==> src/sv/phbf_pkg.sv <==
`default_nettype none

package phbf_pkg;

  // Filter geometry and palette size.
  localparam int unsigned Radius       = 1;
  localparam int unsigned CenterWeight = 2;
  localparam int unsigned PaletteDepth = 16;

  localparam int unsigned Win      = 2 * Radius + 1;
  localparam int unsigned FillW    = $clog2(Win + 1);
  localparam int unsigned PosW     = $clog2(Radius + 1);
  localparam int unsigned PalAddrW = $clog2(PaletteDepth);

  localparam int unsigned IdxW   = 4;
  localparam int unsigned ColorW = 12;
  localparam int unsigned ChanW  = 8;

  // Entries in the queue between the front and the back.
  localparam int unsigned QueueDepth = 2;

  // Operation codes of an input transaction.
  localparam logic OP_PIXEL     = 1'b0;
  localparam logic OP_PAL_WRITE = 1'b1;

  // Configuration register indexes.
  localparam int unsigned CfgIdxW = 1;
  localparam logic [CfgIdxW-1:0] REG_FILTER_ENABLE   = 1'b0;
  localparam logic [CfgIdxW-1:0] REG_SCANLINE_ENABLE = 1'b1;

  typedef struct packed {
    logic            operation;
    logic [IdxW-1:0] pal_index;
    logic [ColorW-1:0] palette_color;
    logic            row_even;
    logic            line_last;
  } in_item_t;

  typedef struct packed {
    logic [ChanW-1:0] red;
    logic [ChanW-1:0] green;
    logic [ChanW-1:0] blue;
    logic             line_end;
  } out_item_t;

  typedef struct packed {
    logic filter_enable;
    logic scanline_enable;
  } cfg_t;

  // Classified command handed from the front to the back.
  typedef struct packed {
    logic              is_write;
    logic [IdxW-1:0]   idx;
    logic [ColorW-1:0] color;
    logic              row;
    logic              last;
    logic              emit_en;
    logic [PosW-1:0]   start_pos;
    logic [FillW-1:0]  fill;
  } cmd_t;

endpackage

`default_nettype wire

==> src/sv/palette_horizontal_blur_filter_unit.sv <==
// Palette lookup with a horizontal weighted box blur.
// Input channel (in_valid_i / in_ready_o / in_item_i): each transaction is
// either a palette write, which stores a 12-bit colour, or a pixel that
// carries a palette index in raster order. Output channel (out_valid_o /
// out_ready_i / out_item_o) carries one 8-bit RGB pixel per transaction.
// The configuration channel (cfg_valid_i / cfg_ready_o / cfg_index_i /
// cfg_data_i) sets the filter and scanline enables and is always ready.
// A front stage classifies each transaction and pushes it into a two-entry
// queue; the back stage performs palette updates and window arithmetic.
// A pixel passes through a queue entry and the back's window registers
// before its result reaches the output register. The back takes a palette
// write or a pixel from the queue, then emits the pixel's results one at a
// time while the output register is free; a mid-line pixel yields at most
// one, a line-end pixel up to radius + 1. Results lag by the radius.
// Reset clears the palette, the pixel window, the queue and both enables.
// When the receiver stalls, the output register holds its transaction, the
// back stage waits, the queue fills and in_ready_o drops.
`default_nettype none

module palette_horizontal_blur_filter_unit (
  input  logic                  clk_i,
  input  logic                  rst_ni,
  input  logic                  in_valid_i,
  output logic                  in_ready_o,
  input  phbf_pkg::in_item_t    in_item_i,
  output logic                  out_valid_o,
  input  logic                  out_ready_i,
  output phbf_pkg::out_item_t   out_item_o,
  input  logic                  cfg_valid_i,
  output logic                  cfg_ready_o,
  input  logic [phbf_pkg::CfgIdxW-1:0] cfg_index_i,
  input  logic                  cfg_data_i
);
  import phbf_pkg::*;

  cfg_t cfg_q;
  logic q_push, q_full, q_pop, q_valid;
  cmd_t push_cmd, pop_cmd;

  // Configuration writes are registered; unknown indexes are ignored.
  assign cfg_ready_o = 1'b1;

  always_ff @(posedge clk_i or negedge rst_ni) begin
    if (!rst_ni) begin
      cfg_q <= '0;
    end else if (cfg_valid_i) begin
      case (cfg_index_i)
        REG_FILTER_ENABLE: begin
          cfg_q.filter_enable <= cfg_data_i;
        end
        REG_SCANLINE_ENABLE: begin
          cfg_q.scanline_enable <= cfg_data_i;
        end
        default: begin
        end
      endcase
    end
  end

  // The front tracks how many pixels of the line are held, so each
  // transaction enters the queue already knowing how many results it yields.
  phbf_front u_front (
    .clk_i      (clk_i),
    .rst_ni     (rst_ni),
    .in_valid_i (in_valid_i),
    .in_item_i  (in_item_i),
    .in_ready_o (in_ready_o),
    .q_full_i   (q_full),
    .q_push_o   (q_push),
    .q_cmd_o    (push_cmd)
  );

  phbf_fifo u_fifo (
    .clk_i      (clk_i),
    .rst_ni     (rst_ni),
    .push_i     (q_push),
    .push_cmd_i (push_cmd),
    .full_o     (q_full),
    .pop_i      (q_pop),
    .valid_o    (q_valid),
    .pop_cmd_o  (pop_cmd)
  );

  // The back keeps palette and window in order with the pixel stream, so
  // a palette write affects every pixel not yet output.
  phbf_back u_back (
    .clk_i       (clk_i),
    .rst_ni      (rst_ni),
    .cfg_i       (cfg_q),
    .q_valid_i   (q_valid),
    .q_cmd_i     (pop_cmd),
    .q_pop_o     (q_pop),
    .out_valid_o (out_valid_o),
    .out_ready_i (out_ready_i),
    .out_item_o  (out_item_o)
  );

endmodule

`default_nettype wire

==> src/sv/phbf_front.sv <==
`default_nettype none

module phbf_front (
  input  logic               clk_i,
  input  logic               rst_ni,
  input  logic               in_valid_i,
  input  phbf_pkg::in_item_t in_item_i,
  output logic               in_ready_o,
  input  logic               q_full_i,
  output logic               q_push_o,
  output phbf_pkg::cmd_t     q_cmd_o
);
  import phbf_pkg::*;

  logic [FillW-1:0] fill_q, fill_d;
  logic [FillW-1:0] fill_inc;

  // Pixels of the current line held in the back's window, saturating.
  assign fill_inc = (fill_q == FillW'(Win)) ? fill_q : fill_q + FillW'(1);

  always_comb begin
    in_ready_o        = !q_full_i;
    q_push_o          = in_valid_i && !q_full_i;

    q_cmd_o.is_write  = (in_item_i.operation == OP_PAL_WRITE);
    q_cmd_o.idx       = in_item_i.pal_index;
    q_cmd_o.color     = in_item_i.palette_color;
    q_cmd_o.row       = in_item_i.row_even;
    q_cmd_o.last      = in_item_i.line_last;
    q_cmd_o.fill      = fill_inc;

    if (in_item_i.line_last) begin
      // The last pixel flushes every pending pixel, oldest first.
      q_cmd_o.emit_en = 1'b1;
      if (fill_inc > FillW'(Radius)) begin
        q_cmd_o.start_pos = PosW'(Radius);
      end else begin
        q_cmd_o.start_pos = PosW'(fill_inc - FillW'(1));
      end
    end else begin
      q_cmd_o.emit_en   = (fill_inc > FillW'(Radius));
      q_cmd_o.start_pos = PosW'(Radius);
    end

    fill_d = fill_q;
    if (q_push_o && (in_item_i.operation == OP_PIXEL)) begin
      fill_d = in_item_i.line_last ? '0 : fill_inc;
    end
  end

  always_ff @(posedge clk_i or negedge rst_ni) begin
    if (!rst_ni) begin
      fill_q <= '0;
    end else begin
      fill_q <= fill_d;
    end
  end

endmodule

`default_nettype wire

==> src/sv/phbf_fifo.sv <==
`default_nettype none

module phbf_fifo (
  input  logic           clk_i,
  input  logic           rst_ni,
  input  logic           push_i,
  input  phbf_pkg::cmd_t push_cmd_i,
  output logic           full_o,
  input  logic           pop_i,
  output logic           valid_o,
  output phbf_pkg::cmd_t pop_cmd_o
);
  import phbf_pkg::*;

  localparam int unsigned PtrW   = (QueueDepth > 1) ? $clog2(QueueDepth) : 1;
  localparam int unsigned CountW = $clog2(QueueDepth + 1);

  cmd_t              mem_q [QueueDepth];
  logic [PtrW-1:0]   wr_ptr_q, rd_ptr_q;
  logic [CountW-1:0] count_q;
  logic              do_push, do_pop;

  assign full_o    = (count_q == CountW'(QueueDepth));
  assign valid_o   = (count_q != '0);
  assign pop_cmd_o = mem_q[rd_ptr_q];
  assign do_push   = push_i && !full_o;
  assign do_pop    = pop_i && valid_o;

  always_ff @(posedge clk_i) begin
    if (do_push) begin
      mem_q[wr_ptr_q] <= push_cmd_i;
    end
  end

  always_ff @(posedge clk_i or negedge rst_ni) begin
    if (!rst_ni) begin
      wr_ptr_q <= '0;
      rd_ptr_q <= '0;
      count_q  <= '0;
    end else begin
      if (do_push) begin
        wr_ptr_q <= (wr_ptr_q == PtrW'(QueueDepth - 1)) ? '0 : wr_ptr_q + PtrW'(1);
      end
      if (do_pop) begin
        rd_ptr_q <= (rd_ptr_q == PtrW'(QueueDepth - 1)) ? '0 : rd_ptr_q + PtrW'(1);
      end
      if (do_push && !do_pop) begin
        count_q <= count_q + CountW'(1);
      end else if (do_pop && !do_push) begin
        count_q <= count_q - CountW'(1);
      end
    end
  end

endmodule

`default_nettype wire

==> src/sv/phbf_back.sv <==
`default_nettype none

module phbf_back (
  input  logic                clk_i,
  input  logic                rst_ni,
  input  phbf_pkg::cfg_t      cfg_i,
  input  logic                q_valid_i,
  input  phbf_pkg::cmd_t      q_cmd_i,
  output logic                q_pop_o,
  output logic                out_valid_o,
  input  logic                out_ready_i,
  output phbf_pkg::out_item_t out_item_o
);
  import phbf_pkg::*;

  localparam int unsigned MaxWeight  = CenterWeight + 2 * Radius;
  localparam int unsigned MaxCnt     = MaxWeight + 1;
  localparam int unsigned CntW       = $clog2(MaxCnt + 1);
  localparam int unsigned NibSumW    = $clog2(15 * MaxWeight + 1);
  localparam int unsigned ScaledW    = $clog2(255 * MaxWeight + 1);
  localparam int unsigned RecipK     = 20;
  localparam int unsigned RecipW     = RecipK + 1;
  localparam int unsigned RecipDepth = 1 << CntW;
  localparam int unsigned ProdW      = ScaledW + RecipW;
  localparam int unsigned NibExpand  = 17;

  localparam logic ST_IDLE = 1'b0;
  localparam logic ST_EMIT = 1'b1;

  logic              state_q, state_d;
  logic [PosW-1:0]   pos_q;
  logic              last_q;
  logic [FillW-1:0]  fill_q;
  logic              out_valid_q;
  out_item_t         out_q;

  logic [ColorW-1:0] pal_q     [PaletteDepth];
  logic [IdxW-1:0]   win_idx_q [Win];
  logic [ColorW-1:0] win_col_q [Win];
  logic              win_row_q [Win];

  logic [RecipW-1:0] recip_tab [RecipDepth];

  logic              out_free, emit;
  logic              idx_in_range;
  logic [PalAddrW-1:0] pal_addr;
  logic [ColorW-1:0] lookup_col;

  logic [NibSumW-1:0] nib_r, nib_g, nib_b, w;
  logic [CntW-1:0]    cnt;
  logic [ColorW-1:0]  cen_col;
  logic               cen_row;
  logic [ScaledW-1:0] sc_r, sc_g, sc_b;
  logic [ProdW-1:0]   prod_r, prod_g, prod_b;
  logic [RecipW-1:0]  recip_sel;
  out_item_t          emit_item;

  // Ceiling reciprocals of the divisor; exact truncating quotient for all sums.
  for (genvar g = 0; g < RecipDepth; g++) begin : g_recip
    if (g == 0) begin : g_zero
      assign recip_tab[g] = RecipW'(1 << RecipK);
    end else begin : g_div
      localparam int unsigned RecipVal = ((1 << RecipK) + g - 1) / g;
      assign recip_tab[g] = RecipW'(RecipVal);
    end
  end

  assign idx_in_range = (int'(q_cmd_i.idx) < PaletteDepth);
  assign pal_addr     = PalAddrW'(q_cmd_i.idx);
  assign lookup_col   = idx_in_range ? pal_q[pal_addr] : '0;

  always_comb begin
    out_free = !out_valid_q || out_ready_i;
    q_pop_o  = (state_q == ST_IDLE) && q_valid_i;
    emit     = (state_q == ST_EMIT) && out_free;

    state_d = state_q;
    if (q_pop_o && !q_cmd_i.is_write && q_cmd_i.emit_en) begin
      state_d = ST_EMIT;
    end
    if (emit && (!last_q || (pos_q == '0))) begin
      state_d = ST_IDLE;
    end
  end

  // Weighted window sums for the pixel at position pos_q (0 is newest).
  always_comb begin
    nib_r   = '0;
    nib_g   = '0;
    nib_b   = '0;
    cnt     = '0;
    cen_col = '0;
    cen_row = 1'b0;
    w       = '0;
    for (int k = 0; k < Win; k++) begin
      w = (k == int'(pos_q)) ? NibSumW'(CenterWeight) : NibSumW'(1);
      if (k == int'(pos_q)) begin
        cen_col = win_col_q[k];
        cen_row = win_row_q[k];
      end
      if ((k < int'(fill_q)) && (k <= int'(pos_q) + Radius) &&
          (k + Radius >= int'(pos_q))) begin
        nib_r = nib_r + NibSumW'(win_col_q[k][7:4] * w);
        nib_g = nib_g + NibSumW'(win_col_q[k][11:8] * w);
        nib_b = nib_b + NibSumW'(win_col_q[k][3:0] * w);
        cnt   = cnt + CntW'(w);
      end
    end
    if (cfg_i.scanline_enable && cen_row) begin
      cnt = cnt + CntW'(1);
    end

    recip_sel = recip_tab[cnt];
    sc_r      = ScaledW'(nib_r * NibExpand);
    sc_g      = ScaledW'(nib_g * NibExpand);
    sc_b      = ScaledW'(nib_b * NibExpand);
    prod_r    = ProdW'(sc_r) * ProdW'(recip_sel);
    prod_g    = ProdW'(sc_g) * ProdW'(recip_sel);
    prod_b    = ProdW'(sc_b) * ProdW'(recip_sel);

    if (cfg_i.filter_enable) begin
      emit_item.red   = prod_r[RecipK +: ChanW];
      emit_item.green = prod_g[RecipK +: ChanW];
      emit_item.blue  = prod_b[RecipK +: ChanW];
    end else begin
      emit_item.red   = {cen_col[7:4], cen_col[7:4]};
      emit_item.green = {cen_col[11:8], cen_col[11:8]};
      emit_item.blue  = {cen_col[3:0], cen_col[3:0]};
    end
    emit_item.line_end = last_q && (pos_q == '0);
  end

  always_ff @(posedge clk_i or negedge rst_ni) begin
    if (!rst_ni) begin
      state_q     <= ST_IDLE;
      pos_q       <= '0;
      last_q      <= 1'b0;
      fill_q      <= '0;
      out_valid_q <= 1'b0;
      for (int k = 0; k < PaletteDepth; k++) begin
        pal_q[k] <= '0;
      end
      for (int k = 0; k < Win; k++) begin
        win_idx_q[k] <= '0;
        win_col_q[k] <= '0;
        win_row_q[k] <= 1'b0;
      end
    end else begin
      state_q <= state_d;
      if (q_pop_o) begin
        if (q_cmd_i.is_write) begin
          if (idx_in_range) begin
            pal_q[pal_addr] <= q_cmd_i.color;
            // Pixels still waiting in the window see the new colour.
            for (int k = 0; k < Win; k++) begin
              if (win_idx_q[k] == q_cmd_i.idx) begin
                win_col_q[k] <= q_cmd_i.color;
              end
            end
          end
        end else begin
          for (int k = Win - 1; k > 0; k--) begin
            win_idx_q[k] <= win_idx_q[k-1];
            win_col_q[k] <= win_col_q[k-1];
            win_row_q[k] <= win_row_q[k-1];
          end
          win_idx_q[0] <= q_cmd_i.idx;
          win_col_q[0] <= lookup_col;
          win_row_q[0] <= q_cmd_i.row;
          fill_q       <= q_cmd_i.fill;
          pos_q        <= q_cmd_i.start_pos;
          last_q       <= q_cmd_i.last;
        end
      end else if (emit) begin
        pos_q <= pos_q - PosW'(1);
      end

      if (emit) begin
        out_valid_q <= 1'b1;
      end else if (out_ready_i) begin
        out_valid_q <= 1'b0;
      end
    end
  end

  always_ff @(posedge clk_i) begin
    if (emit) begin
      out_q <= emit_item;
    end
  end

  assign out_valid_o = out_valid_q;
  assign out_item_o  = out_q;

endmodule

`default_nettype wire

==> config.mk <==
export PLATFORM = sky130hd
export DESIGN_NAME = palette_horizontal_blur_filter_unit
export DESIGN_NICKNAME = d
export VERILOG_FILES = /design/src/sv/phbf_pkg.sv /design/src/sv/palette_horizontal_blur_filter_unit.sv /design/src/sv/phbf_front.sv /design/src/sv/phbf_fifo.sv /design/src/sv/phbf_back.sv
export SDC_FILE = /design/constraint.sdc
export NUM_CORES = 1
export LEC_CHECK = 0
export BUFFER_PORTS_ARGS = -buffer_cell sky130_fd_sc_hd__buf_2
export CAP_MARGIN = 5
export CELL_PAD_IN_SITES_DETAIL_PLACEMENT = 2
export CELL_PAD_IN_SITES_GLOBAL_PLACEMENT = 2
export CORE_AREA = 2 2 272 274
export DETAILED_ROUTE_END_ITERATION = 6
export DIE_AREA = 0 0 274 276
export GPL_ROUTABILITY_DRIVEN = 0
export MAX_ROUTING_LAYER = met4
export PLACE_DENSITY_LB_ADDON = 0.1
export REMOVE_ABC_BUFFERS = 1
export SYNTH_ARGS = -nofsm -noshare
export SYNTH_HDL_FRONTEND = slang
export SYNTH_HIERARCHICAL = 1
export SYNTH_SLANG_ARGS = --single-unit
==> constraint.sdc <==
create_clock -name clk_i -period 35.7 [get_ports clk_i]
set_input_delay 7.14 -clock clk_i [delete_from_list [all_inputs] [get_ports clk_i]]
set_output_delay 7.14 -clock clk_i [all_outputs]
set_load 0.005 [all_outputs]
# Word level (Yosys, flattened, before mapping)

Memory sizes are Yosys's and may differ from the RTL's.
Index checks and enable logic that the tools add are counted.

Bits in registers: 281
RAM bits: 46
Memory bits (read-only): 168
Word-level logic and storage cells: 181
Output and inout port bits: 28
Memories: 2
Bits of input ports: 26

Memory list:

| memory          | words | width | rd ports | clocked after Yosys merged registers in | write ports | line             | text |
|---|---|---|---|---|---|---|---|
| (no name shown) | 8     | 21    | 1        | 0                                       | 0           | phbf_back.sv:113 | `recip_sel = recip_tab[cnt];` |
| u_fifo.mem_q    | 2     | 23    | 1        | 0                                       | 1           | phbf_fifo.sv:18  | `cmd_t mem_q [QueueDepth];` |

$mul: 12
Bitwise gates (word level): 7
Order comparisons: 10
$add $sub $neg: 17
Reduce and logical (&&, ||, !) cells: 38
Muxes and demuxes: 47
Eq/ne operators: 9

Operators by type and width:

| operator             | number |
|---|---|
| $bwmux 192           | 1 |
| $mul 10x21->28       | 3 |
| $mux 12              | 7 |
| $le 1x32->1 const A  | 2 |
| $mux 6               | 9 |
| $bmux 12 s4          | 1 |
| $demux 12 s4         | 1 |
| $mux 21              | 2 |
| $mul 4x6->6          | 6 |
| $mux 36              | 1 |
| $le 2x32->1 const A  | 1 |
| $mul 6x5->10 const B | 3 |
| $mux 24              | 1 |
| $add 6x4->6          | 3 |
| $add 6x6->6          | 3 |
| $logic_and 1x1->1    | 17 |
| $reduce_and 2->1     | 8 |
| $mux 2               | 7 |
| $mux 1               | 13 |
| $eq 4x4->1           | 3 |
| $mux 3               | 4 |
| $reduce_bool 2->1    | 5 |
| $ne 2x2->1 const B   | 4 |
| $add 3x1->3 const B  | 2 |
| other kinds (18)     | 33 |

# Depth between registers and ports, before layout

Gate-level depths: netlist of the first run.

Word-level depth: 16
Gate-level depth with buffers: 52
Depth with buffers taken out: 47

# Cells and area by module

Netlist of the first run, hierarchy kept.

Modules (own cells, without submodules):

| module                              | area an instance (um^2) | seq. area each (um^2) | cells an instance | instances |
|---|---|---|---|---|
| phbf_back                           | 31431.4                 | 6956.7                | 3128              | 1 |
| phbf_fifo                           | 1963.1                  | 1481.4                | 91                | 1 |
| phbf_front                          | 274.0                   | 50.0                  | 34                | 1 |
| palette_horizontal_blur_filter_unit | 97.6                    | 50.0                  | 8                 | 1 |

# Least setup slack after synthesis of the first run

Ideal clock, no wire load.

Path type: register to register
Start: register u_back.pos_q
End: register u_back.out_q, in the netlist u_back/out_item_o[23] (data pin)
Stages on the path, launching flop included: 52
Path buffers: 6
Arrival time: 11307 ps
Setup slack: 24125 ps
Required time: 35432 ps
Period minus slack after synthesis: 11575 ps
Setup time: 268 ps
Cell sequence: dfrtp_1 -> buf_6 -> buf_2 -> inv_1 -> clkbuf_1 -> clkbuf_1 -> nand2_1 -> fa_1 -> inv_1 -> ha_1 -> fa_1 -> xnor2_1 -> o22ai_2 -> ha_1 -> clkbuf_1 -> a21boi_0 -> o21ai_0 -> a21oi_1 -> (+16 left out) -> xnor2_1 -> ha_1 -> inv_1 -> fa_1 -> inv_1 -> fa_1 -> inv_1 -> fa_1 -> inv_1 -> ha_1 -> a21oi_1 -> nor3_1 -> o31a_1 -> a2111oi_0 -> a21oi_2 -> o31a_1 -> nor3_1 -> o31ai_2

RTL lines:

| element                | line             | text |
|---|---|---|
| start, declared        | phbf_back.sv:31  | `logic [PosW-1:0] pos_q;` |
| start signal, assigned | phbf_back.sv:171 | `pos_q <= q_cmd_i.start_pos;` |
| start signal, assigned | phbf_back.sv:175 | `pos_q <= pos_q - PosW'(1);` |
| end signal, assigned   | phbf_back.sv:188 | `out_q <= emit_item;` |
| end, declared          | phbf_back.sv:35  | `out_item_t out_q;` |

==> results.env, run 1 <==
SETUP_FIX_BUFFERS_ADDED_AFTER_CLOCK_TREE_SYNTHESIS=0
YOSYS.CELL_TYPES.COUNT=97
HOLD_BUFFERS=0
DRT-WIRELENGTH-PER-CELL_UM=27.28
ROUTED-VIA-COUNT=23729
SETUP_SLACK_PS=23140
CRIT_PATH_START_KIND='flip-flop'
RSZ0062_AT_GRT='no'
TIGHTESTPINTRANSITION_PS=1199
TOTAL_DRC_ERRORS_IN_THE_ROUTED_LAYOUT=0
SETUP_TOTAL_NEGATIVE_SLACK_PS=0
CTS_MADE_BUFFERS=38
GRTUSAGETOTAL_PCT=32.24
HOLD_PATH.CLASS='reg2reg'
DPL.HPWL_MM=88.16
DESIGN.DIE.AREA_UM2=75620
CTS_REPAIR_RESIZE_COUNT=0
MIN-DELAY-START='u_back/pal_q[189]'
SYNTH-WARNING-COUNT=6
GRT_FIRST_PASS_WIRELENGTH_MM=178.8
CLOCK_INSERTION_DELAY_WORST_SKEW_PS=580
POST_DRT_VIA_CELL_RATIO=5.626
FINALCRITPERIODSHARE_PCT=35.18
SEQUENTIAL_FRACTION_OF_THE_SYNTHESIS_AREA_PCT=25.29
CLOCK.FMAX_GHz=0.07962
CRIT_PATH_MAX_FANOUT=40
SYNTH_EDF_COUNT=71
NUM_ROWS=99
DETAIL_ROUTE.WIRELENGTH_MM=115.1
YS_SEQ_ELEMENTS=327
INSERTEDDIODECOUNT=0
HTREEDEPTH=2
REPORT.FINAL.HOLD_VIOL_COUNT=0
RUN_STATUS='completed'
TIMING.CRITICAL_PATH.ARRIVAL_PS=12850
DIE_WIDTH_UM=274
ANTENNA_FOUND_INITIAL=0
CRITICALPATHCATEGORY='reg2reg'
CTS_ROOT_BUF='sky130_fd_sc_hd__clkbuf_16'
NUM-NETS-FINAL=3904
PORT-BUFFER-COUNT=52
PLACEMENT.SETUP.WORST_SLACK_PS=23350
LAYOUT-DRIVE-GT1-SHARE_PCT=15.31
GLOBAL_ROUTE.OVERFLOW_TOTAL=0
GRT_PASS1_VIAS=28410
CAP_VIOLATIONS=0
YOSYS_MOST_USED_DFF='sky130_fd_sc_hd__dfrtp_1'
CRITICAL_PATH.REG2REG.STARTPOINT='u_back/fill_q[1]'
TIMING.CLOCK.SKEW_PS=41.93
CPMAXSTAGEDELAYCELL='sky130_fd_sc_hd__nor2_1'
TIMING.REG2REG.WORST_PATH_DEPTH=47
DETAIL_ROUTE.FIRST_PASS.ITERATIONS=5
CRIT_PATH_START='u_back/fill_q[1]'
WORST_HOLD_PATH.NUM_CELLS=1
CLOCK_TREE.BUFFER_DEPTH=3
SYNTH_AREA_UM2=33770
POSTSYNTHCELLCOUNT=3261
GRT_MAX_DEGREE=105
MIN_PERIOD_PS=12560
SETUP.WORST_PATH.END_CLASS='flip-flop'
I_O_PINS=54
WORST_PATH_REQUIRED_TIME_PS=35990
INITIAL_UTILIZATION_PCT=46.52
CLK_PIN_SLEW_WORST_PATHS_PS=60
CRITPATHMAXSTAGEDELAY_PS=840
LAYOUT-AREA-OVERHEAD-VS-SYNTH_PCT=6.700
YS_ASYNC_SR_FRACTION_PCT=78.29
FINALSETUPVIOLATIONS=0
CTS_TREE='built'
TIMING_MAX_TRANSITION_VIOLATIONS_FINAL=0
CP_NUM_BUF_INV=8
DRTITER0DRC=1125
SYNTH.AVG_CELL_AREA_UM2=10.35
CLKSINKCOUNT=327
DESIGN.CORE.AREA_UM2=72590
CRITICAL_PATH.TOP_DELAY_FAMILY='adder cells'
DIE_Y_UM=276
TIMING.SLEW.HEADROOM_PCT=19.97
ROUTE.ANTENNA.REMAINING_NETS=0
WORSTSETUPPATHDEPTH=47
[final cells by class]
cell class	count	area [µm²]
Clock buffer	50	1037
Clock inverter	20	206.4
Fill cell	7425	36560
Inverter	686	2575
Multi-Input combinational cell	2093	21970
Sequential cell	327	8538
Tap cell	959	1200
Timing Repair Buffer	83	503.0
[cell families (layout without fill, tap and decap cells)]
family / after synthesis / count (layout) / share of synthesized area (%)
adders and majority gates: 649 / 649 / 33.32
DFF: 327 / 327 / 25.29
buffers and inverters: 841 / 839 / 9.864
and+or+nand+nor: 680 / 680 / 9.297
AOI/OAI and AO/OA: 342 / 342 / 6.600
muxes: 320 / 320 / 12.85
other: 1 / 1 / 0.01111
xor gates and xnor gates: 101 / 101 / 2.768
[synth_stat cells (11+ instances only)]
cell / n / area (µm²)
sky130_fd_sc_hd__xnor2_1: 60 / 525.5
sky130_fd_sc_hd__nor2b_1: 29 / 181.4
sky130_fd_sc_hd__or2_2: 12 / 75.07
sky130_fd_sc_hd__fa_1: 417 / 8348
sky130_fd_sc_hd__a211oi_1: 12 / 90.09
sky130_fd_sc_hd__and2_1: 59 / 369.1
sky130_fd_sc_hd__mux2_4: 21 / 315.3
sky130_fd_sc_hd__a21oi_1: 109 / 545.5
sky130_fd_sc_hd__a31oi_1: 16 / 100.1
sky130_fd_sc_hd__xor2_1: 36 / 315.3
sky130_fd_sc_hd__mux2i_1: 14 / 140.1
sky130_fd_sc_hd__mux2_2: 224 / 2522
sky130_fd_sc_hd__clkbuf_1: 101 / 379.1
sky130_fd_sc_hd__dfrtp_1: 256 / 6406
sky130_fd_sc_hd__ha_1: 232 / 2903
sky130_fd_sc_hd__nor2_1: 202 / 758.2
sky130_fd_sc_hd__nor3_1: 22 / 110.1
sky130_fd_sc_hd__mux4_2: 60 / 1351
sky130_fd_sc_hd__nand2b_1: 22 / 137.6
sky130_fd_sc_hd__o21ai_0: 70 / 350.3
sky130_fd_sc_hd__a21o_1: 40 / 300.3
sky130_fd_sc_hd__nand2_1: 255 / 957.2
sky130_fd_sc_hd__inv_1: 683 / 2564
sky130_fd_sc_hd__buf_4: 24 / 180.2
sky130_fd_sc_hd__edfxtp_1: 71 / 2132
sky130_fd_sc_hd__nand3_1: 19 / 95.09
sky130_fd_sc_hd__buf_2: 11 / 55.05
sky130_fd_sc_hd__buf_1: 12 / 45.04
[registers in the layout, indices dropped and copies added (netlist names)]
name / flops
u_back/pos_q: 1
u_back/win_idx_q: 12
u_back/fill_q: 2
u_back/out_item_o: 25
u_front/fill_q: 2
u_fifo/wr_ptr_q: 1
u_back/win_row_q: 2
cfg_q: 2
u_fifo/mem_q: 46
u_fifo/rd_ptr_q: 1
u_back/state_q: 1
u_back/win_col_q: 36
u_fifo/count_q: 2
u_back/out_valid_o: 1
u_back/pal_q: 192
u_back/last_q: 1
[per-stage QoR]
stage / hold WS, ps / cell area (µm²) / instances / utilization (%)
3_3_place_gp: 472.0 / 34780 / 4148 / 47.92
6_report: 504.0 / 36030 / 4218 / 49.63
3_5_place_dp: 489.3 / 34780 / 4148 / 47.92
5_1_grt: 524.6 / 36030 / 4218 / 49.63
2_1_floorplan: 456.4 / 33010 / 3106 / -
4_1_cts: 501.3 / 36030 / 4218 / 49.63
[worst reg2reg max path, delay by kind of cell (launching register included)]
| family | cells | cell delay, ps |
|---|---|---|
| fa+ha+maj | 12 | 4900 |
| compound gates | 15 | 3260 |
| simple gates | 7 | 1950 |
| buf+inv | 8 | 1010 |
| xor+xnor | 4 | 620 |
| flops | 1 | 370 |
| mux | 1 | 170 |
[metal layers]
layer / vias up / track usage, % / wire (µm)
met2: 475 / 55.95 / 59930
li1: 10310 / - / -
met5: - / - / 0
met4: 0 / 10.20 / 4235
met3: 213 / 3.066 / 3518
met1: 12731 / 39.58 / 47370
[path summary, 6_finish.rpt]
| kind | slack, ps | endpoint |
|---|---|---|
| max | 23140 | u_back/out_item_o[24] |
| min | 500 | u_back/pal_q[189] |
| max reg2reg | 23140 | u_back/out_item_o[24] |
| min reg2reg | 500 | u_back/pal_q[189] |
| max in group asynchronous | 27350 | u_back/win_col_q[1] |
| min in group asynchronous | 6600 | u_back/pal_q[43] |
[placed cells by master (no fill, tap or decap), types with 6 or more instances in the layout]
cell                        netlist  layout
sky130_fd_sc_hd__inv_1          683     683
sky130_fd_sc_hd__fa_1           417     417
sky130_fd_sc_hd__dfrtp_1        256     256
sky130_fd_sc_hd__nand2_1        255     255
sky130_fd_sc_hd__ha_1           232     232
sky130_fd_sc_hd__mux2_2         224     224
sky130_fd_sc_hd__nor2_1         202     192
sky130_fd_sc_hd__a21oi_1        109     107
sky130_fd_sc_hd__edfxtp_1        71      71
sky130_fd_sc_hd__o21ai_0         70      70
sky130_fd_sc_hd__xnor2_1         60      60
sky130_fd_sc_hd__mux4_2          60      60
sky130_fd_sc_hd__and2_1          59      58
sky130_fd_sc_hd__buf_2           11      51
sky130_fd_sc_hd__a21o_1          40      40
sky130_fd_sc_hd__clkbuf_16        0      39
sky130_fd_sc_hd__xor2_1          36      36
sky130_fd_sc_hd__buf_4           24      31
sky130_fd_sc_hd__nor2b_1         29      28
sky130_fd_sc_hd__nand2b_1        22      22
sky130_fd_sc_hd__mux2_4          21      21
sky130_fd_sc_hd__nor3_1          22      20
sky130_fd_sc_hd__nand3_1         19      19
sky130_fd_sc_hd__a31oi_1         16      16
sky130_fd_sc_hd__mux2i_1         14      14
sky130_fd_sc_hd__a211oi_1        12      12
sky130_fd_sc_hd__or2_2           12      12
sky130_fd_sc_hd__clkbuf_1       101       9
sky130_fd_sc_hd__and3_1          10       9
sky130_fd_sc_hd__o31ai_1          9       9
sky130_fd_sc_hd__nor2_2           1       9
sky130_fd_sc_hd__clkinv_1         2       8
sky130_fd_sc_hd__o211ai_1         8       8
sky130_fd_sc_hd__o21a_1           7       7
sky130_fd_sc_hd__nor4_1           7       7
sky130_fd_sc_hd__or3_1            7       7
sky130_fd_sc_hd__clkinv_2         0       6
sky130_fd_sc_hd__nand4_1          6       6
Power of run 1 is left out: the tool's default activity adds up to more than one toggle a clock period on the data nets, which glitch-free logic cannot reach.
==> run 2: changes to the inputs <==
--- a/config.mk
+++ b/config.mk
@@ -9,9 +9,9 @@
 export CAP_MARGIN = 5
 export CELL_PAD_IN_SITES_DETAIL_PLACEMENT = 2
 export CELL_PAD_IN_SITES_GLOBAL_PLACEMENT = 2
-export CORE_AREA = 2 2 272 274
+export CORE_AREA = 2 2 281 283
 export DETAILED_ROUTE_END_ITERATION = 6
-export DIE_AREA = 0 0 274 276
+export DIE_AREA = 0 0 283 285
 export GPL_ROUTABILITY_DRIVEN = 0
 export MAX_ROUTING_LAYER = met4
 export PLACE_DENSITY_LB_ADDON = 0.1
==> constraint.sdc (replaced) <==
create_clock -name clk_i -period 12.15 [get_ports clk_i]
set_input_delay 2.43 -clock clk_i [delete_from_list [all_inputs] [get_ports clk_i]]
set_output_delay 2.43 -clock clk_i [all_outputs]
set_load 0.005 [all_outputs]
==> run 2 against run 1 <==
Net effect: die area grew 6.7%; global-route usage shrank 4.0 points; clock-buffer cell count grew 6; critical path depth shrank 3; non-clock buffer count grew 16; sequential share of layout area shrank 0.19 points; utilization shrank 3.1 points.
==> results.env, run 2 (synthesized netlist as in run 1, its figures left out) <==
POST_DRT_VIA_CELL_RATIO=5.419
TIMING.SLEW.HEADROOM_PCT=28.02
RUN_STATUS='completed'
GLOBAL_ROUTE.OVERFLOW_TOTAL=0
SETUP_TOTAL_NEGATIVE_SLACK_PS=0
DIE_WIDTH_UM=283
REPORT.FINAL.HOLD_VIOL_COUNT=0
FINALSETUPVIOLATIONS=0
PORT-BUFFER-COUNT=52
SETUP.WORST_PATH.END_CLASS='flip-flop'
TIMING_MAX_TRANSITION_VIOLATIONS_FINAL=0
CRITPATHMAXSTAGEDELAY_PS=560
DRT-WIRELENGTH-PER-CELL_UM=24.97
LARGEST_REG_FLOPS=192
INITIAL_UTILIZATION_PCT=43.31
GR-USAGE-MET3_PCT=2.680
STDCELL_COUNT=4324
NUM_ROWS=103
CTS_ROOT_BUF='sky130_fd_sc_hd__clkbuf_16'
MULTI_INPUT_COMB_AREA_UM2=21990
CLOCK.FMAX_GHz=0.08815
TIGHTESTPINTRANSITION_PS=1075
NUM-FILL-CELLS=7954
GRT_PASS1_VIAS=27651
DESIGN_AREA_UM2=36310
GRT_MAX_DEGREE=126
PLACED_AREA_UM2=34980
HOLD_PATH.CLASS='reg2reg'
WORST_PATH_REQUIRED_TIME_PS=12420
CRIT_PATH_START_KIND='flip-flop'
CLK_PIN_SLEW_WORST_PATHS_PS=60
DESIGN.CORE.AREA_UM2=77970
TOTAL_DRC_ERRORS_IN_THE_ROUTED_LAYOUT=0
CRIT_PATH_MAX_FANOUT=13
HTREEDEPTH=2
GRT-BUSIEST-LAYER='met2'
LAYOUT-DRIVE-GT1-SHARE_PCT=15.91
FINALCRITPERIODSHARE_PCT=93.37
DIE_Y_UM=285
ROUTED-VIA-COUNT=23430
TOTAL_AREA_OF_SEQUENTIAL_CELLS_UM2=8538
PLACEMENT.SETUP.WORST_SLACK_PS=389.2
INSERTEDDIODECOUNT=0
SETUP_SLACK_PS=806.0
TIMING.CLOCK.SKEW_PS=44.79
TOP_CELL_BY_COUNT_WORST_PATH='sky130_fd_sc_hd__fa_1'
DRTITER0DRC=1106
DESIGN.DIE.AREA_UM2=80660
DETAIL_ROUTE.FIRST_PASS.ITERATIONS=5
GR-USAGE-MET2_PCT=49.42
LAYOUT-AREA-OVERHEAD-VS-SYNTH_PCT=7.544
MIN_PERIOD_PS=11340
CLKSINKCOUNT=327
NUM-NETS-FINAL=3920
DETAIL_ROUTE.WIRELENGTH_MM=108.0
GLOBAL_ROUTE.USAGE.MET1_PCT=35.37
LARGEST_REGISTERS='u_back/pal_q: 192 flops, u_fifo/mem_q: 46 flops, u_back/win_col_q: 36 flops'
GRT_FIRST_PASS_WIRELENGTH_MM=170.0
CRITICALPATHCATEGORY='reg2reg'
CAP_VIOLATIONS=0
CTS_MADE_BUFFERS=38
LAYOUT_COMMON_CELLS='sky130_fd_sc_hd__inv_1, sky130_fd_sc_hd__fa_1, sky130_fd_sc_hd__dfrtp_1'
LARGEST_REGISTER='u_back/pal_q'
CLOCK_INSERTION_DELAY_WORST_SKEW_PS=580
CLOCK_TREE.BUFFER_DEPTH=3
TIMING.CRITICAL_PATH.ARRIVAL_PS=11610
CP_NUM_BUF_INV=8
DP_CELLS=4254
RSZ0062_AT_GRT='no'
CRITICAL_PATH.TOP_DELAY_FAMILY='adder cells'
GRTUSAGETOTAL_PCT=28.26
CTS_TREE='built'
I_O_PINS=54
CPMAXSTAGEDELAYCELL='sky130_fd_sc_hd__fa_1'
LAYOUT_COMMONEST_CELL='sky130_fd_sc_hd__inv_1'
ROUTE.ANTENNA.REMAINING_NETS=0
DPL.HPWL_MM=86.39
ANTENNA_FOUND_INITIAL=0
[run 2: cell count changes in the layout (fill, tap and decap cells not counted), moves of 2 or more]
cell | previous run | this run
sky130_fd_sc_hd__clkbuf_8 | 2 | 9
sky130_fd_sc_hd__ha_1 | 232 | 230
sky130_fd_sc_hd__clkinvlp_4 | 2 | 0
sky130_fd_sc_hd__nor2_1 | 192 | 198
sky130_fd_sc_hd__buf_4 | 31 | 47
sky130_fd_sc_hd__nor2_2 | 9 | 4
sky130_fd_sc_hd__clkinv_1 | 8 | 3
sky130_fd_sc_hd__clkbuf_1 | 9 | 7
sky130_fd_sc_hd__inv_6 | 0 | 2
sky130_fd_sc_hd__a2111oi_2 | 1 | 3
[run 2: worst paths after layout]
| kind | start | endpoint | slack [ps] | cells past startpoint |
|---|---|---|---|---|
| min | u_back/pal_q[61] | u_back/pal_q[61] | 500 | 1 |
| min reg2reg | u_back/pal_q[61] | u_back/pal_q[61] | 500 | 1 |
| max reg2reg | u_back/pos_q | u_back/out_item_o[23] | 810 | 44 |
| max | u_back/pos_q | u_back/out_item_o[23] | 810 | 44 |
| min in group asynchronous | rst_ni | u_back/pal_q[79] | 1940 | 1 |
| max in group asynchronous | rst_ni | u_back/pal_q[63] | 8470 | 2 |
[run 2: worst reg2reg max path: cells and delay by family, from the launching register on]
kind	cells	cell delay, ps
AOI/OAI and AO/OA	14	2770
DFF	1	410
muxes	2	400
and+or+nand+nor	4	740
xor gates and xnor gates	3	460
buffers and inverters	8	790
adders and majority gates	13	5500
[run 2: final cells by class]
type	count	share of cell area [%]
multi-input cells	2093	60.56
flip-flops and latches	327	23.51
inverters	686	7.091
well taps	1050	3.618
clock buffers	56	3.170
repair buffers	99	1.716
clock inverters	13	0.3342
[run 2: per-stage QoR]
stage                     hold slack [ps]  util, %
after global placement              479.1    44.86
after floorplan                     456.4        -
after CTS                           505.6    46.50
final                               503.4    46.57
after detailed placement            491.8    44.86
after global routing                519.8    46.57
[run 2: metal layers]
layer	vias to the layer above	wire, µm
met4	0	2885
met2	338	55260
met1	12561	46830
li1	10368	-
met3	163	2986
met5	-	0
[run 2: repair_timing]
item,CTS,global route
endpoints found under the hold margin,0,0
endpoints found under the setup margin,0,8
hold buffers,0,0
gates resized for setup,0,13
buffers inserted,0,1
Power of run 2 is left out for the same reason.
==> run 3: changes to the inputs <==
--- a/config.mk
+++ b/config.mk
@@ -13,7 +13,6 @@
 export DETAILED_ROUTE_END_ITERATION = 6
 export DIE_AREA = 0 0 283 285
 export GPL_ROUTABILITY_DRIVEN = 0
-export MAX_ROUTING_LAYER = met4
 export PLACE_DENSITY_LB_ADDON = 0.1
 export REMOVE_ABC_BUFFERS = 1
 export SYNTH_ARGS = -nofsm -noshare
==> run 3 against run 2 <==
Net effect: die area unchanged; critical path depth stayed put; via count decreased by 0.39%; sequential share of layout area stayed put; critical endpoint unchanged; largest cell class unchanged.
==> results.env, run 3 (synthesized netlist as in run 1, its figures left out) <==
DIE_Y_UM=285
GRT_MAX_DEGREE=126
DRT-WIRELENGTH-PER-CELL_UM=24.96
LAYOUT-DRIVE-GT1-SHARE_PCT=15.91
CRITPATHMAXSTAGEDELAY_PS=560
DETAIL_ROUTE.FIRST_PASS.ITERATIONS=5
CRIT_PATH_MAX_FANOUT=13
DPL.HPWL_MM=86.39
PLACEMENT.SETUP.WORST_SLACK_PS=389.2
DRTITER0DRC=938
DESIGN.CORE.AREA_UM2=77970
DETAIL_ROUTE.WIRELENGTH_MM=107.9
TOTAL_DRC_ERRORS_IN_THE_ROUTED_LAYOUT=0
CRIT_PATH_START_KIND='flip-flop'
CPMAXSTAGEDELAYCELL='sky130_fd_sc_hd__fa_1'
CLK_PIN_SLEW_WORST_PATHS_PS=60
CLOCK_TREE.BUFFER_DEPTH=3
ANTENNA_FOUND_INITIAL=0
NUM_ROWS=103
DESIGN_AREA_UM2=36310
TIMING_MAX_TRANSITION_VIOLATIONS_FINAL=0
CRITICALPATHCATEGORY='reg2reg'
HTREEDEPTH=2
CTS_ROOT_BUF='sky130_fd_sc_hd__clkbuf_16'
CTS_TREE='built'
INSERTEDDIODECOUNT=0
REPORT.FINAL.HOLD_VIOL_COUNT=0
I_O_PINS=54
DIE_WIDTH_UM=283
DESIGN.DIE.AREA_UM2=80660
FINALSETUPVIOLATIONS=0
GRTUSAGETOTAL_PCT=27.39
GLOBAL_ROUTE.OVERFLOW_TOTAL=0
CAP_VIOLATIONS=0
NUM-NETS-FINAL=3920
LARGEST_REGISTERS='u_back/pal_q: 192 flops, u_fifo/mem_q: 46 flops, u_back/win_col_q: 36 flops'
CTS_MADE_BUFFERS=38
FINALCRITPERIODSHARE_PCT=93.38
TIMING.CLOCK.SKEW_PS=46.05
CLOCK.FMAX_GHz=0.08814
WORST_PATH_REQUIRED_TIME_PS=12420
SETUP_SLACK_PS=804.7
TIGHTESTPINTRANSITION_PS=1067
CLKSINKCOUNT=327
RSZ0062_AT_GRT='no'
RUN_STATUS='completed'
INITIAL_UTILIZATION_PCT=43.31
GRT_PASS1_VIAS=27741
GRT_FIRST_PASS_WIRELENGTH_MM=169.9
LAYOUT_COMMONEST_CELL='sky130_fd_sc_hd__inv_1'
TOP_CELL_BY_COUNT_WORST_PATH='sky130_fd_sc_hd__fa_1'
POST_DRT_VIA_CELL_RATIO=5.397
LARGEST_REGISTER='u_back/pal_q'
PLACED_AREA_UM2=34980
SETUP_TOTAL_NEGATIVE_SLACK_PS=0
ROUTE.ANTENNA.REMAINING_NETS=0
CLOCK_INSERTION_DELAY_WORST_SKEW_PS=580
TIMING.SLEW.HEADROOM_PCT=28.56
SETUP.WORST_PATH.END_CLASS='flip-flop'
LARGEST_REG_FLOPS=192
MIN_PERIOD_PS=11350
TIMING.CRITICAL_PATH.ARRIVAL_PS=11610
ROUTED-VIA-COUNT=23338
LAYOUT_COMMON_CELLS='sky130_fd_sc_hd__inv_1, sky130_fd_sc_hd__fa_1, sky130_fd_sc_hd__dfrtp_1'
PORT-BUFFER-COUNT=52
HOLD_BUFFERS=0
HOLD_PATH.CLASS='reg2reg'
LAYOUT-AREA-OVERHEAD-VS-SYNTH_PCT=7.544
run 3: cell counts in the layout (fill, tap and decap cells not counted):
Identical to the previous run, type by type.
run 3: cell type report:
class                           count  area [µm²]
Fill cell                        7954       41660
Multi-Input combinational cell   2093       21990
Sequential cell                   327        8538
Inverter                          686        2575
Tap cell                         1050        1314
Clock buffer                       56        1151
Timing Repair Buffer               99       623.1
Clock inverter                     13       121.4
run 3: worst paths after layout:
kind                                 start                    end  slack [ps]  cells past startpoint
max in group asynchronous           rst_ni        u_back/pal_q[3]        8480                      2
max reg2reg                   u_back/pos_q  u_back/out_item_o[23]         800                     44
min reg2reg                u_back/pal_q[8]        u_back/pal_q[8]         500                      1
min in group asynchronous           rst_ni       u_back/pal_q[79]        1950                      1
min                        u_back/pal_q[8]        u_back/pal_q[8]         500                      1
max                           u_back/pos_q  u_back/out_item_o[23]         800                     44
run 3: worst max-delay path, delay by kind of cell (launching register included):
kind / cells / cell delay, ps
flip-flops: 1 / 410
AO/OA/AOI/OAI: 14 / 2770
XOR/XNOR: 3 / 460
buffers and inverters: 8 / 800
adder cells (fa/ha/maj): 13 / 5480
AND/OR/NAND/NOR: 4 / 720
multiplexers: 2 / 400
run 3: what timing repair did:
action	in CTS	in global routing
buffers inserted	0	1
endpoints found under the setup margin	0	8
resized for setup	0	13
run 3: metal layers:
| layer | GRT usage, % | vias to the layer above | wire length (µm) |
|---|---|---|---|
| met5 | 0 | - | 0 |
| met4 | 6.822 | 0 | 2721 |
| met3 | 2.752 | 147 | 2736 |
| met2 | 49.45 | 330 | 55460 |
| met1 | 35.25 | 12520 | 47030 |
| li1 | - | 10341 | - |
run 3: stage by stage:
stage,utilization (%),instances,hold WS (ps)
after floorplan,-,3106,456.4
after global placement,44.86,4254,479.1
after global routing,46.57,4324,519.8
after detailed placement,44.86,4254,491.8
after CTS,46.50,4323,505.6
final,46.57,4324,502.8
Power of run 3 is left out for the same reason.
